===== config.mk =====
export PLATFORM = sky130hd
export DESIGN_NAME = shuffled_lcg_ranged_random_unit_flat
export DESIGN_NICKNAME = d
export VERILOG_FILES = /design/src/design/slcg_pkg.sv /design/src/design/slcg_cmd_if.sv /design/src/design/slcg_res_if.sv /design/src/design/slcg_div.sv /design/src/design/shuffled_lcg_ranged_random_unit.sv /design/src/flat_wrapper.sv
export SDC_FILE = /design/constraint.sdc
export NUM_CORES = 2
export LEC_CHECK = 0
export ABC_AREA = 1
export BUFFER_PORTS_ARGS = -buffer_cell sky130_fd_sc_hd__buf_4
export CAP_MARGIN = 20
export CORE_ASPECT_RATIO = 0.6
export CORE_MARGIN = 2
export CORE_UTILIZATION = 63
export CTS_CLUSTER_SIZE = 24
export DETAILED_ROUTE_END_ITERATION = 7
export PLACE_DENSITY_LB_ADDON = 0.12
export SLEW_MARGIN = 20
export SYNTH_ARGS = -nofsm -noshare
export SYNTH_HDL_FRONTEND = slang
export SYNTH_SLANG_ARGS = --single-unit

===== constraint.sdc =====
create_clock -name clk -period 7.6 [get_ports clk]
set_input_delay 1.14 -clock clk [delete_from_list [all_inputs] [get_ports clk]]
set_output_delay 1.14 -clock clk [all_outputs]
set_load 0.05 [all_outputs]

===== src/design/slcg_pkg.sv =====
`timescale 1ns / 1ps
// Package for the shuffled LCG ranged random unit.
// Holds the field widths, generator constants, opcodes and divider handshake types.
// No dependencies.
package slcg_pkg;

    localparam int VAL_W          = 20;      // generator and table value width
    localparam int DVD_W          = 33;      // divider dividend / quotient width
    localparam int DVS_W          = 21;      // divider divisor / remainder width
    localparam int SPAN_W         = 17;      // width of a non-empty range size
    localparam int NUM_W          = 16;      // range ends and result width
    localparam int SEED_W         = 32;
    localparam int LCG_SHIFT      = 12;      // multiply by 4096
    localparam logic [SEED_W-1:0] LCG_ADD = 32'd150889;
    localparam int DRAW_TRY_LIMIT = 256;

    localparam int TABLE_SLOTS_DEF = 64;
    localparam int MODULUS_DEF     = 714025;

    localparam logic OP_RESEED = 1'b0;
    localparam logic OP_DRAW   = 1'b1;

    typedef struct packed {
        logic             start;
        logic [DVD_W-1:0] dividend;
        logic [DVS_W-1:0] divisor;
    } div_req_t;

    typedef struct packed {
        logic             busy;
        logic             done;
        logic [DVD_W-1:0] quotient;
        logic [DVS_W-1:0] remainder;
    } div_rsp_t;

endpackage


===== src/design/slcg_cmd_if.sv =====
`timescale 1ns / 1ps
// Command channel of the shuffled LCG ranged random unit: reseed and draw transactions.
// Depends on slcg_pkg.
interface slcg_cmd_if;
    import slcg_pkg::*;

    logic                     valid;
    logic                     ready;
    logic                     opcode;
    logic [SEED_W-1:0]        seed;
    logic signed [NUM_W-1:0]  lowest;
    logic signed [NUM_W-1:0]  highest;

    modport source (output valid, output opcode, output seed, output lowest,
                    output highest, input ready);
    modport sink   (input valid, input opcode, input seed, input lowest,
                    input highest, output ready);
endinterface


===== src/design/slcg_res_if.sv =====
`timescale 1ns / 1ps
// Result channel of the shuffled LCG ranged random unit: one drawn number per transaction.
// Depends on slcg_pkg.
interface slcg_res_if;
    import slcg_pkg::*;

    logic                    valid;
    logic                    ready;
    logic signed [NUM_W-1:0] number;

    modport source (output valid, output number, input ready);
    modport sink   (input valid, input number, output ready);
endinterface


===== src/design/slcg_div.sv =====
`timescale 1ns / 1ps
// Shared radix-2 restoring divider: one quotient bit per cycle, DVD_W steps per operation.
// Depends on slcg_pkg for widths and the request/response structs.
module slcg_div (
    input  logic               clk,
    input  logic               rst_n,
    input  slcg_pkg::div_req_t req,
    output slcg_pkg::div_rsp_t rsp
);
    import slcg_pkg::*;

    localparam int CNT_W = $clog2(DVD_W);

    logic             busy_reg, busy_next;
    logic             done_reg, done_next;
    logic [CNT_W-1:0] cnt_reg, cnt_next;
    logic [DVD_W-1:0] dvd_reg;
    logic [DVS_W-1:0] dvs_reg;
    logic [DVS_W-1:0] rem_reg;

    logic [DVS_W:0]   trial;
    logic [DVS_W:0]   diff;
    logic             fits;

    assign trial = {rem_reg, dvd_reg[DVD_W-1]};
    assign diff  = trial - {1'b0, dvs_reg};
    assign fits  = trial >= {1'b0, dvs_reg};

    always_comb
    begin
        busy_next = busy_reg;
        done_next = 1'b0;
        cnt_next  = cnt_reg;
        if (req.start)
        begin
            busy_next = 1'b1;
            cnt_next  = CNT_W'(DVD_W - 1);
        end
        else if (busy_reg)
        begin
            if (cnt_reg == '0)
            begin
                busy_next = 1'b0;
                done_next = 1'b1;
            end
            else
            begin
                cnt_next = cnt_reg - 1'b1;
            end
        end
    end

    always_ff @(posedge clk or negedge rst_n)
    begin
        if (!rst_n)
        begin
            busy_reg <= 1'b0;
            done_reg <= 1'b0;
            cnt_reg  <= '0;
        end
        else
        begin
            busy_reg <= busy_next;
            done_reg <= done_next;
            cnt_reg  <= cnt_next;
        end
    end

    // shift in one quotient bit per step; the dividend register ends up holding the quotient
    always_ff @(posedge clk)
    begin
        if (req.start)
        begin
            dvd_reg <= req.dividend;
            dvs_reg <= req.divisor;
            rem_reg <= '0;
        end
        else if (busy_reg)
        begin
            dvd_reg <= {dvd_reg[DVD_W-2:0], fits};
            rem_reg <= fits ? diff[DVS_W-1:0] : trial[DVS_W-1:0];
        end
    end

    assign rsp.busy      = busy_reg;
    assign rsp.done      = done_reg;
    assign rsp.quotient  = dvd_reg;
    assign rsp.remainder = rem_reg;

endmodule


===== src/design/shuffled_lcg_ranged_random_unit.sv =====
`timescale 1ns / 1ps
// Top level of the shuffled LCG ranged random unit: sequencer, shuffle table and result register.
// Depends on slcg_pkg, slcg_cmd_if, slcg_res_if and slcg_div.
//
// Usage:
//   cmd carries reseed (opcode 0, seed) and draw (opcode 1, lowest, highest) transactions.
//   res carries one signed number per draw; a reseed gives no result.
//   The unit takes one command at a time: cmd.ready is high only while the sequencer is idle.
//   Every division and every generator step runs on one shared divider that retires one
//   quotient bit a cycle; a division runs as a launch, 33 steps and a done.
//   An empty-range draw skips the divider and goes straight to the final state. A reseed
//   runs one division per table slot plus two. Any other draw runs one division for the
//   partition size, two per try and one for the quotient; tries is 1 unless values are
//   rejected, at most 256.
//   A finished result sits in an output register; the sequencer returns to idle and
//   accepts the next command while that result waits. If the receiver stalls with a
//   result still held, the next draw holds in its final state until the register frees.
//   Reset clears the generator state and the table valid bits at once (an invalid slot
//   reads as zero), so no clearing pass is needed and a command may follow immediately.
module shuffled_lcg_ranged_random_unit #(
    parameter int TABLE_SLOTS = slcg_pkg::TABLE_SLOTS_DEF,
    parameter int MODULUS     = slcg_pkg::MODULUS_DEF
) (
    input  logic       clk,
    input  logic       rst_n,
    slcg_cmd_if.sink   cmd,
    slcg_res_if.source res
);
    import slcg_pkg::*;

    localparam int SLOT_W     = (TABLE_SLOTS > 1) ? $clog2(TABLE_SLOTS) : 1;
    localparam int SLOT_CMP_W = SLOT_W + 1;
    localparam int TRY_W      = $clog2(DRAW_TRY_LIMIT);
    localparam int PROD_W     = VAL_W + SPAN_W;
    localparam logic [TRY_W-1:0]  TRY_MAX   = TRY_W'(DRAW_TRY_LIMIT - 1);
    localparam logic [SLOT_W-1:0] SLOT_LAST = SLOT_W'(TABLE_SLOTS - 1);
    localparam logic [DVS_W-1:0]  MOD_DVS   = DVS_W'(MODULUS);
    localparam logic [DVD_W-1:0]  MOD_M1    = DVD_W'(MODULUS - 1);
    localparam logic [DVD_W-1:0]  SLOTS_DVD = DVD_W'(TABLE_SLOTS);

    typedef enum logic [9:0] {
        S_IDLE     = 10'b0000000001,
        S_SEED     = 10'b0000000010,  // seed distance mod MODULUS
        S_FILL     = 10'b0000000100,  // one generator step per table slot, top down
        S_FILL_CUR = 10'b0000001000,  // one more step for the current value
        S_PART     = 10'b0000010000,  // partition size
        S_SLOT     = 10'b0000100000,  // slot index from current value
        S_READ     = 10'b0001000000,  // table read
        S_LCG      = 10'b0010000000,  // fresh generator value into the slot
        S_QUOT     = 10'b0100000000,  // value / partition size
        S_FIN      = 10'b1000000000   // hand the result to the output register
    } state_t;

    state_t             state_reg, state_next;
    logic               launch_reg, launch_next;
    logic [VAL_W-1:0]   chain_reg, chain_next;
    logic [VAL_W-1:0]   cur_reg, cur_next;
    logic [VAL_W-1:0]   part_reg, part_next;
    logic [VAL_W-1:0]   limit_reg, limit_next;
    logic [SPAN_W-1:0]  span_reg, span_next;
    logic [NUM_W-1:0]   lo_reg, lo_next;
    logic [SEED_W-1:0]  seed_abs_reg, seed_abs_next;
    logic [SLOT_W-1:0]  slot_reg, slot_next;
    logic [TRY_W-1:0]   try_reg, try_next;
    logic [NUM_W-1:0]   res_num_reg, res_num_next;
    logic               out_vld_reg, out_vld_next;
    logic [NUM_W-1:0]   number_reg, number_next;

    // shuffle table with one valid bit per slot
    logic [VAL_W-1:0]       table_mem [TABLE_SLOTS];
    logic [TABLE_SLOTS-1:0] tbl_vld_reg;
    logic [VAL_W-1:0]       rd_data_reg;
    logic                   rd_vld_reg;
    logic                   tbl_we;

    div_req_t div_req;
    div_rsp_t div_rsp;

    logic signed [SPAN_W:0] span_s;
    logic [DVD_W-1:0]       lcg_dvd;
    logic [SPAN_W-1:0]      span_m1;
    logic [NUM_W-1:0]       q_sat;

    slcg_div u_div (
        .clk   (clk),
        .rst_n (rst_n),
        .req   (div_req),
        .rsp   (div_rsp)
    );

    // range size, two bits wider than the 16-bit ends so a difference plus one cannot overflow
    assign span_s = {{2{cmd.highest[NUM_W-1]}}, cmd.highest}
                  - {{2{cmd.lowest[NUM_W-1]}}, cmd.lowest} + (SPAN_W+1)'(1);

    // x * 4096 + 150889 before the modulo
    assign lcg_dvd = DVD_W'({chain_reg, {LCG_SHIFT{1'b0}}}) + DVD_W'(LCG_ADD);

    assign span_m1 = span_reg - 1'b1;
    assign q_sat   = (div_rsp.quotient > DVD_W'(span_m1)) ? span_m1[NUM_W-1:0]
                                                          : div_rsp.quotient[NUM_W-1:0];

    assign cmd.ready  = (state_reg == S_IDLE);
    assign res.valid  = out_vld_reg;
    assign res.number = number_reg;

    // divider operands follow the state; start only in the launch cycle of a state
    always_comb
    begin
        div_req.start    = launch_reg;
        div_req.dividend = lcg_dvd;
        div_req.divisor  = MOD_DVS;
        case (state_reg)
            S_SEED:
            begin
                div_req.dividend = DVD_W'(seed_abs_reg);
            end
            S_PART:
            begin
                div_req.dividend = MOD_M1;
                div_req.divisor  = DVS_W'(span_reg);
            end
            S_SLOT:
            begin
                div_req.dividend = SLOTS_DVD * DVD_W'(cur_reg);
            end
            S_QUOT:
            begin
                div_req.dividend = DVD_W'(cur_reg);
                div_req.divisor  = DVS_W'(part_reg);
            end
            default:
            begin
                div_req.dividend = lcg_dvd;
            end
        endcase
    end

    always_comb
    begin
        state_next    = state_reg;
        launch_next   = 1'b0;
        chain_next    = chain_reg;
        cur_next      = cur_reg;
        part_next     = part_reg;
        limit_next    = limit_reg;
        span_next     = span_reg;
        lo_next       = lo_reg;
        seed_abs_next = seed_abs_reg;
        slot_next     = slot_reg;
        try_next      = try_reg;
        res_num_next  = res_num_reg;
        number_next   = number_reg;
        tbl_we        = 1'b0;
        // drop the held result once the receiver takes it
        out_vld_next  = out_vld_reg && !res.ready;

        case (state_reg)
            S_IDLE:
            begin
                if (cmd.valid)
                begin
                    if (cmd.opcode == OP_RESEED)
                    begin
                        seed_abs_next = (cmd.seed >= LCG_ADD) ? cmd.seed - LCG_ADD
                                                              : LCG_ADD - cmd.seed;
                        state_next    = S_SEED;
                        launch_next   = 1'b1;
                    end
                    else if (span_s[SPAN_W] || span_s == '0)
                    begin
                        // empty range: answer lowest, leave the generator alone
                        res_num_next = cmd.lowest;
                        state_next   = S_FIN;
                    end
                    else
                    begin
                        span_next   = span_s[SPAN_W-1:0];
                        lo_next     = cmd.lowest;
                        state_next  = S_PART;
                        launch_next = 1'b1;
                    end
                end
            end
            S_SEED:
            begin
                if (!launch_reg && div_rsp.done)
                begin
                    chain_next  = div_rsp.remainder[VAL_W-1:0];
                    slot_next   = SLOT_LAST;
                    state_next  = S_FILL;
                    launch_next = 1'b1;
                end
            end
            S_FILL:
            begin
                if (!launch_reg && div_rsp.done)
                begin
                    chain_next  = div_rsp.remainder[VAL_W-1:0];
                    tbl_we      = 1'b1;
                    launch_next = 1'b1;
                    if (slot_reg == '0)
                    begin
                        state_next = S_FILL_CUR;
                    end
                    else
                    begin
                        slot_next = slot_reg - 1'b1;
                    end
                end
            end
            S_FILL_CUR:
            begin
                if (!launch_reg && div_rsp.done)
                begin
                    chain_next = div_rsp.remainder[VAL_W-1:0];
                    cur_next   = div_rsp.remainder[VAL_W-1:0];
                    state_next = S_IDLE;
                end
            end
            S_PART:
            begin
                if (!launch_reg && div_rsp.done)
                begin
                    // a range as wide as the modulus or wider gets partition size one
                    part_next   = (div_rsp.quotient == '0) ? VAL_W'(1)
                                                           : div_rsp.quotient[VAL_W-1:0];
                    try_next    = '0;
                    state_next  = S_SLOT;
                    launch_next = 1'b1;
                end
            end
            S_SLOT:
            begin
                if (launch_reg)
                begin
                    limit_next = VAL_W'(PROD_W'(part_reg) * PROD_W'(span_reg));
                end
                else if (div_rsp.done)
                begin
                    // saturate the slot index when the current value is out of range
                    slot_next  = (div_rsp.quotient >= SLOTS_DVD) ? SLOT_LAST
                                                                 : div_rsp.quotient[SLOT_W-1:0];
                    state_next = S_READ;
                end
            end
            S_READ:
            begin
                state_next  = S_LCG;
                launch_next = 1'b1;
            end
            S_LCG:
            begin
                if (launch_reg)
                begin
                    cur_next = rd_vld_reg ? rd_data_reg : '0;
                end
                else if (div_rsp.done)
                begin
                    chain_next  = div_rsp.remainder[VAL_W-1:0];
                    tbl_we      = 1'b1;
                    launch_next = 1'b1;
                    if (cur_reg < limit_reg || try_reg == TRY_MAX)
                    begin
                        state_next = S_QUOT;
                    end
                    else
                    begin
                        try_next   = try_reg + 1'b1;
                        state_next = S_SLOT;
                    end
                end
            end
            S_QUOT:
            begin
                if (!launch_reg && div_rsp.done)
                begin
                    res_num_next = lo_reg + q_sat;
                    state_next   = S_FIN;
                end
            end
            S_FIN:
            begin
                // hold until the output register is free
                if (!out_vld_reg || res.ready)
                begin
                    number_next  = res_num_reg;
                    out_vld_next = 1'b1;
                    state_next   = S_IDLE;
                end
            end
            default:
            begin
                state_next = S_IDLE;
            end
        endcase
    end

    always_ff @(posedge clk or negedge rst_n)
    begin
        if (!rst_n)
        begin
            state_reg   <= S_IDLE;
            launch_reg  <= 1'b0;
            chain_reg   <= '0;
            cur_reg     <= '0;
            slot_reg    <= '0;
            try_reg     <= '0;
            out_vld_reg <= 1'b0;
            tbl_vld_reg <= '0;
        end
        else
        begin
            state_reg   <= state_next;
            launch_reg  <= launch_next;
            chain_reg   <= chain_next;
            cur_reg     <= cur_next;
            slot_reg    <= slot_next;
            try_reg     <= try_next;
            out_vld_reg <= out_vld_next;
            if (tbl_we)
            begin
                tbl_vld_reg[slot_reg] <= 1'b1;
            end
        end
    end

    always_ff @(posedge clk)
    begin
        part_reg     <= part_next;
        limit_reg    <= limit_next;
        span_reg     <= span_next;
        lo_reg       <= lo_next;
        seed_abs_reg <= seed_abs_next;
        res_num_reg  <= res_num_next;
        number_reg   <= number_next;
    end

    // table port: write the fresh generator value, read with a registered output
    always_ff @(posedge clk)
    begin
        if (tbl_we)
        begin
            table_mem[slot_reg] <= div_rsp.remainder[VAL_W-1:0];
        end
        rd_data_reg <= table_mem[slot_reg];
    end

    always_ff @(posedge clk or negedge rst_n)
    begin
        if (!rst_n)
        begin
            rd_vld_reg <= 1'b0;
        end
        else
        begin
            rd_vld_reg <= tbl_vld_reg[slot_reg];
        end
    end

    a_div_free: assert property (@(posedge clk) disable iff (!rst_n)
        div_req.start |-> !div_rsp.busy)
        else $error("divider launched while busy");

    a_slot_range: assert property (@(posedge clk) disable iff (!rst_n)
        SLOT_CMP_W'(slot_reg) < SLOT_CMP_W'(TABLE_SLOTS))
        else $error("slot index beyond table");

    a_out_from_fin: assert property (@(posedge clk) disable iff (!rst_n)
        $rose(out_vld_reg) |-> $past(state_reg == S_FIN))
        else $error("result appeared outside the final state");

    a_draw_exit: assert property (@(posedge clk) disable iff (!rst_n)
        (state_reg == S_QUOT && launch_reg) |-> (cur_reg < limit_reg || try_reg == TRY_MAX))
        else $error("draw left the retry loop with a rejected value");

endmodule


===== src/flat_wrapper.sv =====
// flat-port wrapper written by rule: the top's interface ports become plain ports
module shuffled_lcg_ranged_random_unit_flat import slcg_pkg::*;
#(
    parameter int TABLE_SLOTS = slcg_pkg::TABLE_SLOTS_DEF,
    parameter int MODULUS     = slcg_pkg::MODULUS_DEF
)
  (clk, rst_n, cmd_valid, cmd_opcode, cmd_seed, cmd_lowest, cmd_highest, cmd_ready, res_valid, res_number, res_ready);
  slcg_cmd_if cmd_i ();
  slcg_res_if res_i ();
  input  logic clk;
  input  logic rst_n;
  input wire logic [$bits(cmd_i.valid)-1:0] cmd_valid;
  input wire logic [$bits(cmd_i.opcode)-1:0] cmd_opcode;
  input wire logic [$bits(cmd_i.seed)-1:0] cmd_seed;
  input wire logic [$bits(cmd_i.lowest)-1:0] cmd_lowest;
  input wire logic [$bits(cmd_i.highest)-1:0] cmd_highest;
  output wire logic [$bits(cmd_i.ready)-1:0] cmd_ready;
  output wire logic [$bits(res_i.valid)-1:0] res_valid;
  output wire logic [$bits(res_i.number)-1:0] res_number;
  input wire logic [$bits(res_i.ready)-1:0] res_ready;
  assign cmd_i.valid = cmd_valid;
  assign cmd_i.opcode = cmd_opcode;
  assign cmd_i.seed = cmd_seed;
  assign cmd_i.lowest = cmd_lowest;
  assign cmd_i.highest = cmd_highest;
  assign cmd_ready = cmd_i.ready;
  assign res_valid = res_i.valid;
  assign res_number = res_i.number;
  assign res_i.ready = res_ready;
  shuffled_lcg_ranged_random_unit #(.TABLE_SLOTS(TABLE_SLOTS), .MODULUS(MODULUS)) u_core (.clk(clk), .rst_n(rst_n), .cmd(cmd_i), .res(res_i));
endmodule

==> results.md <==
- The length in cells of the worst reg-to-reg path is 28.
- The total DRC errors in the routed layout is 1.
- The first TritonRoute pass finished after 8 iterations.
- The largest net degree at the start of global routing is 105.
- In this run the critical register-to-register path is captured at u_core.res_num_reg[14].
- The cell sitting at the root of the clock tree is a sky130_fd_sc_hd__clkbuf_16.
- The data arrival time of the worst path is 7.03 ns.
- The count of fill cells added during filler insertion is 8152.
- In this run the critical register-to-register path is launched from u_core.span_reg[3].
- Setup violations remaining at the end of the flow were counted as 0.
- The final reports fail on DRC.
- The congestion estimate from routability-driven global placement came to 0.9747.
- At the pin with the least slew margin, the transition time is 1.052 ns.
- Among all flip-flop cells after synthesis, the most frequent one is sky130_fd_sc_hd__edfxtp_1.
- The floorplan step defined a die boundary enclosing 120100 sq um.
- The most frequent cell on the critical path is sky130_fd_sc_hd__o21ai_0.
- The sequential element share of the synthesized area is 65.56%.
- The routed layout has 50110 vias.
- Global routing used 36.19% of the available tracks across all layers.
- The core utilization of the finished layout is 70.04%.
- The final-report hold violation count is 0.
- After clock tree synthesis, the setup repair step added 0 buffers.
- The final HPWL from detailed placement is 140.2 mm.
- The placed instances occupy a cell area of 76790 sq um.
- The initial utilization of the core area, before any placement, comes to 63.42%.
- The register with the most flip-flops in the layout has 1280 of them.
- The kind of cell with the highest combined delay on the critical path is compound AO/OA/AOI/OAI gates.
- Across the run, the number of max-cap violations was 0.
- The clock-pin slew of the registers on the worst-case setup and hold paths is 0.07 ns.
- Based on the critical path, the design can be clocked at up to 153.2 MHz.
- Clock tree synthesis inserted a total of 145 buffers.
- After detailed routing, the average wire length per cell comes to 27.67 um.
- The critical path in this run is classified as flop to flop.
- In the finished design, the share of the clock period the worst path needs comes to 85.89%.
- The data required time of the worst path is 8.11 ns.
- The number of enable flip-flop cells after synthesis is 1470.
- The number of nets with antenna violations after routing is 0.
- On the final layout, the worst hold slack is 0.3805 ns.
- Port buffering added 86 buffers.
- After layout, the worst setup slack is 1.072 ns.
- The clock skew is 0.02968 ns.
- The number of antenna violations at the first check in global routing is 7.
- For this design the static power due to leakage is 30.51 nW.
- The number of sinks driven by the clock tree is 1650.
- The top-level I/O count is 87.
- The nature of the critical path startpoint is a flop.
- The die boundary height is 269.3 um.
- The H-tree was split into 4 levels.
- The number of cells upsized or downsized after cts is 0.
- The type of element capturing the critical path is a flop.
- For this run, the slowest stage of the critical path takes 0.74 ns.
- The peak fanout along the critical path is 21.
- The worst-case vdd ir drop is 0.3516 mV.
- The standard cell core area is 116500 sq um.
- The total routed wirelength is 217.1 mm.
- The insertion delay to the later sink of the worst-skew pair is 0.78 ns.
- The first routing iteration left 8400 violations.
- The accumulated negative setup slack is 0 ns.
- TritonCTS built the clock tree.
- The post-route netlist has 10.04% of its cells at a drive strength greater than 1.
- The class of the most critical hold timing path is input port to async pin.
- The flop and latch count out of synthesis is 1650.
- Before CTS, the worst setup slack after placement is 1.298 ns.
- Yosys printed 0 warnings.
- The clock period minus final worst setup slack is 6.528 ns.
- The mean instance size in the synthesized netlist is 12.11 sq um.
- Global routing finished with a remaining overflow of 0.
- On the critical path, the stage with the largest delay is an instance of sky130_fd_sc_hd__edfxtp_1.
- After floorplanning, the core was divided into 97 placement rows.
- The combined buffer and inverter count along the critical path is 0.
- The flow ran to the end, but the final reports show violations.
- The footprint of the multi-input gates is 22050 sq um.
- The via density per instance is 6.384.
- The power per cell area is 338.3 nW/um^2.
- The tightest slew margin relative to the limit is 29.78%.
- The post-cts hold buffer count is 0.
- In this run the horizontal extent of the chip is 446.1 um.
- The final layout contains 6556 nets.
- The setup slack of the worst register-to-register path is 1.07 ns.
- The synthesized area is 73890 sq um.
- The final max-slew violation count is 0.
- The area growth from synthesis to layout is 10.44%.
- The longest clock path from root to sink contains 3 buffers.
- The post-synthesis net count is 6468.
- The number of global-route vias before repair is 46220.
- Setup repair after global routing left no endpoint under its margin.
- The synthesized netlist contains 64 unique library cells.
- The register area is 48470 sq um.
- The global-route wire length before repair is 316.7 mm.
- The fraction of synthesis flops using an asynchronous set or reset pin is 8.424%.
- The post-route standard cell area excluding fillers is 81600 sq um.
- Synthesis handed over a netlist of 6104 instances.
## metal layers
layer	up-vias	GRT usage [%]	wire [um]	part of all wire, %
li1	21950	-	-	-
met1	24480	59.51	93470	43
met2	3420	44.39	82250	38
met3	249	14.80	37550	17
met4	8	6.922	3527	1.6
met5	-	1.706	337	0.16
## final cells by class
cell class	instances	share of cell area [%]
diodes	10	0.03066
clock buffers	183	4.830
clock inverters	77	1.029
inverters	672	3.097
multi-input cells	3494	27.02
flip-flops and latches	1650	59.40
well taps	1534	2.352
repair buffers	229	2.249
## how the worst max path moves through the flow
stage	start	endpoint	cells after the start
2_1_floorplan	u_core.span_reg[7]	u_core.limit_reg[19]	24
4_1_cts	u_core.span_reg[3]	u_core.res_num_reg[14]	28
6_report	u_core.span_reg[3]	u_core.res_num_reg[14]	28
3_3_place_gp	u_core.span_reg[3]	u_core.res_num_reg[14]	28
5_1_grt	u_core.span_reg[3]	u_core.res_num_reg[14]	28
3_5_place_dp	u_core.span_reg[3]	u_core.res_num_reg[14]	28
## synth_stat cells (all sizes together), types with 4 or more instances
master,count,share of area (%)
edfxtp,1470,60
nand2,1262,6.4
inv,663,3.4
nor2,301,1.6
o21ai,275,1.9
a22oi,206,2.1
nand4,187,1.6
clkbuf,178,0.90
a221oi,162,1.9
a21oi,156,1.1
ha,153,2.6
fa,142,3.8
dfrtp,138,4.7
nand3,126,0.89
a22o,119,1.4
buf,110,0.70
xor2,79,0.94
nor3,54,0.43
a31oi,49,0.41
xnor2,47,0.56
dfxtp,41,1.1
o22ai,41,0.35
or2,24,0.20
o211ai,23,0.24
nor4,13,0.11
a21o,9,0.091
clkinv,9,0.046
o41ai,8,0.095
o31ai,7,0.085
a32oi,6,0.071
o2111ai,6,0.071
a211oi,5,0.051
nand3b,5,0.051
o21bai,5,0.051
a2111o,4,0.061
and2,4,0.034
## through the flow
step                      power, mW  instances
final                         27.60       7849
after global routing          28.78       7840
after CTS                     27.41       7838
after detailed placement      20.07       7578
after global placement        19.91       7578
after floorplan               17.09       6104
## kinds of logic after synthesis
kind of cell	count (synthesis)	share of synthesized area (%)
buffers and inverters	960	5.021
AOI/OAI and AO/OA	1090	10.09
DFF	1650	65.56
adders and majority gates	295	6.438
and+or+nand+nor	1981	11.37
muxes	2	0.02709
xor gates and xnor gates	126	1.493
## power breakdown
part | total, mW | internal, mW | switching, mW
combinational | 7.96 | 2.41 | 5.54
clock | 7.47 | 4.10 | 3.37
sequential | 12.2 | 11.7 | 0.524
## layout by cell type, fill, tap and decap left out, types with 73 or more instances in the layout
cell type	count
sky130_fd_sc_hd__edfxtp_1	1470
sky130_fd_sc_hd__nand2_1	1261
sky130_fd_sc_hd__inv_1	644
sky130_fd_sc_hd__o21ai_0	241
sky130_fd_sc_hd__buf_4	218
sky130_fd_sc_hd__nor2_1	216
sky130_fd_sc_hd__a22oi_1	206
sky130_fd_sc_hd__nand4_1	187
sky130_fd_sc_hd__a221oi_1	162
sky130_fd_sc_hd__ha_1	153
sky130_fd_sc_hd__a21oi_1	152
sky130_fd_sc_hd__clkbuf_16	148
sky130_fd_sc_hd__fa_1	142
sky130_fd_sc_hd__dfrtp_1	137
sky130_fd_sc_hd__nand3_1	121
sky130_fd_sc_hd__a22o_1	119
sky130_fd_sc_hd__xor2_1	79
sky130_fd_sc_hd__nor2_2	73
Note: power is estimated with default switching activity, not from simulation.
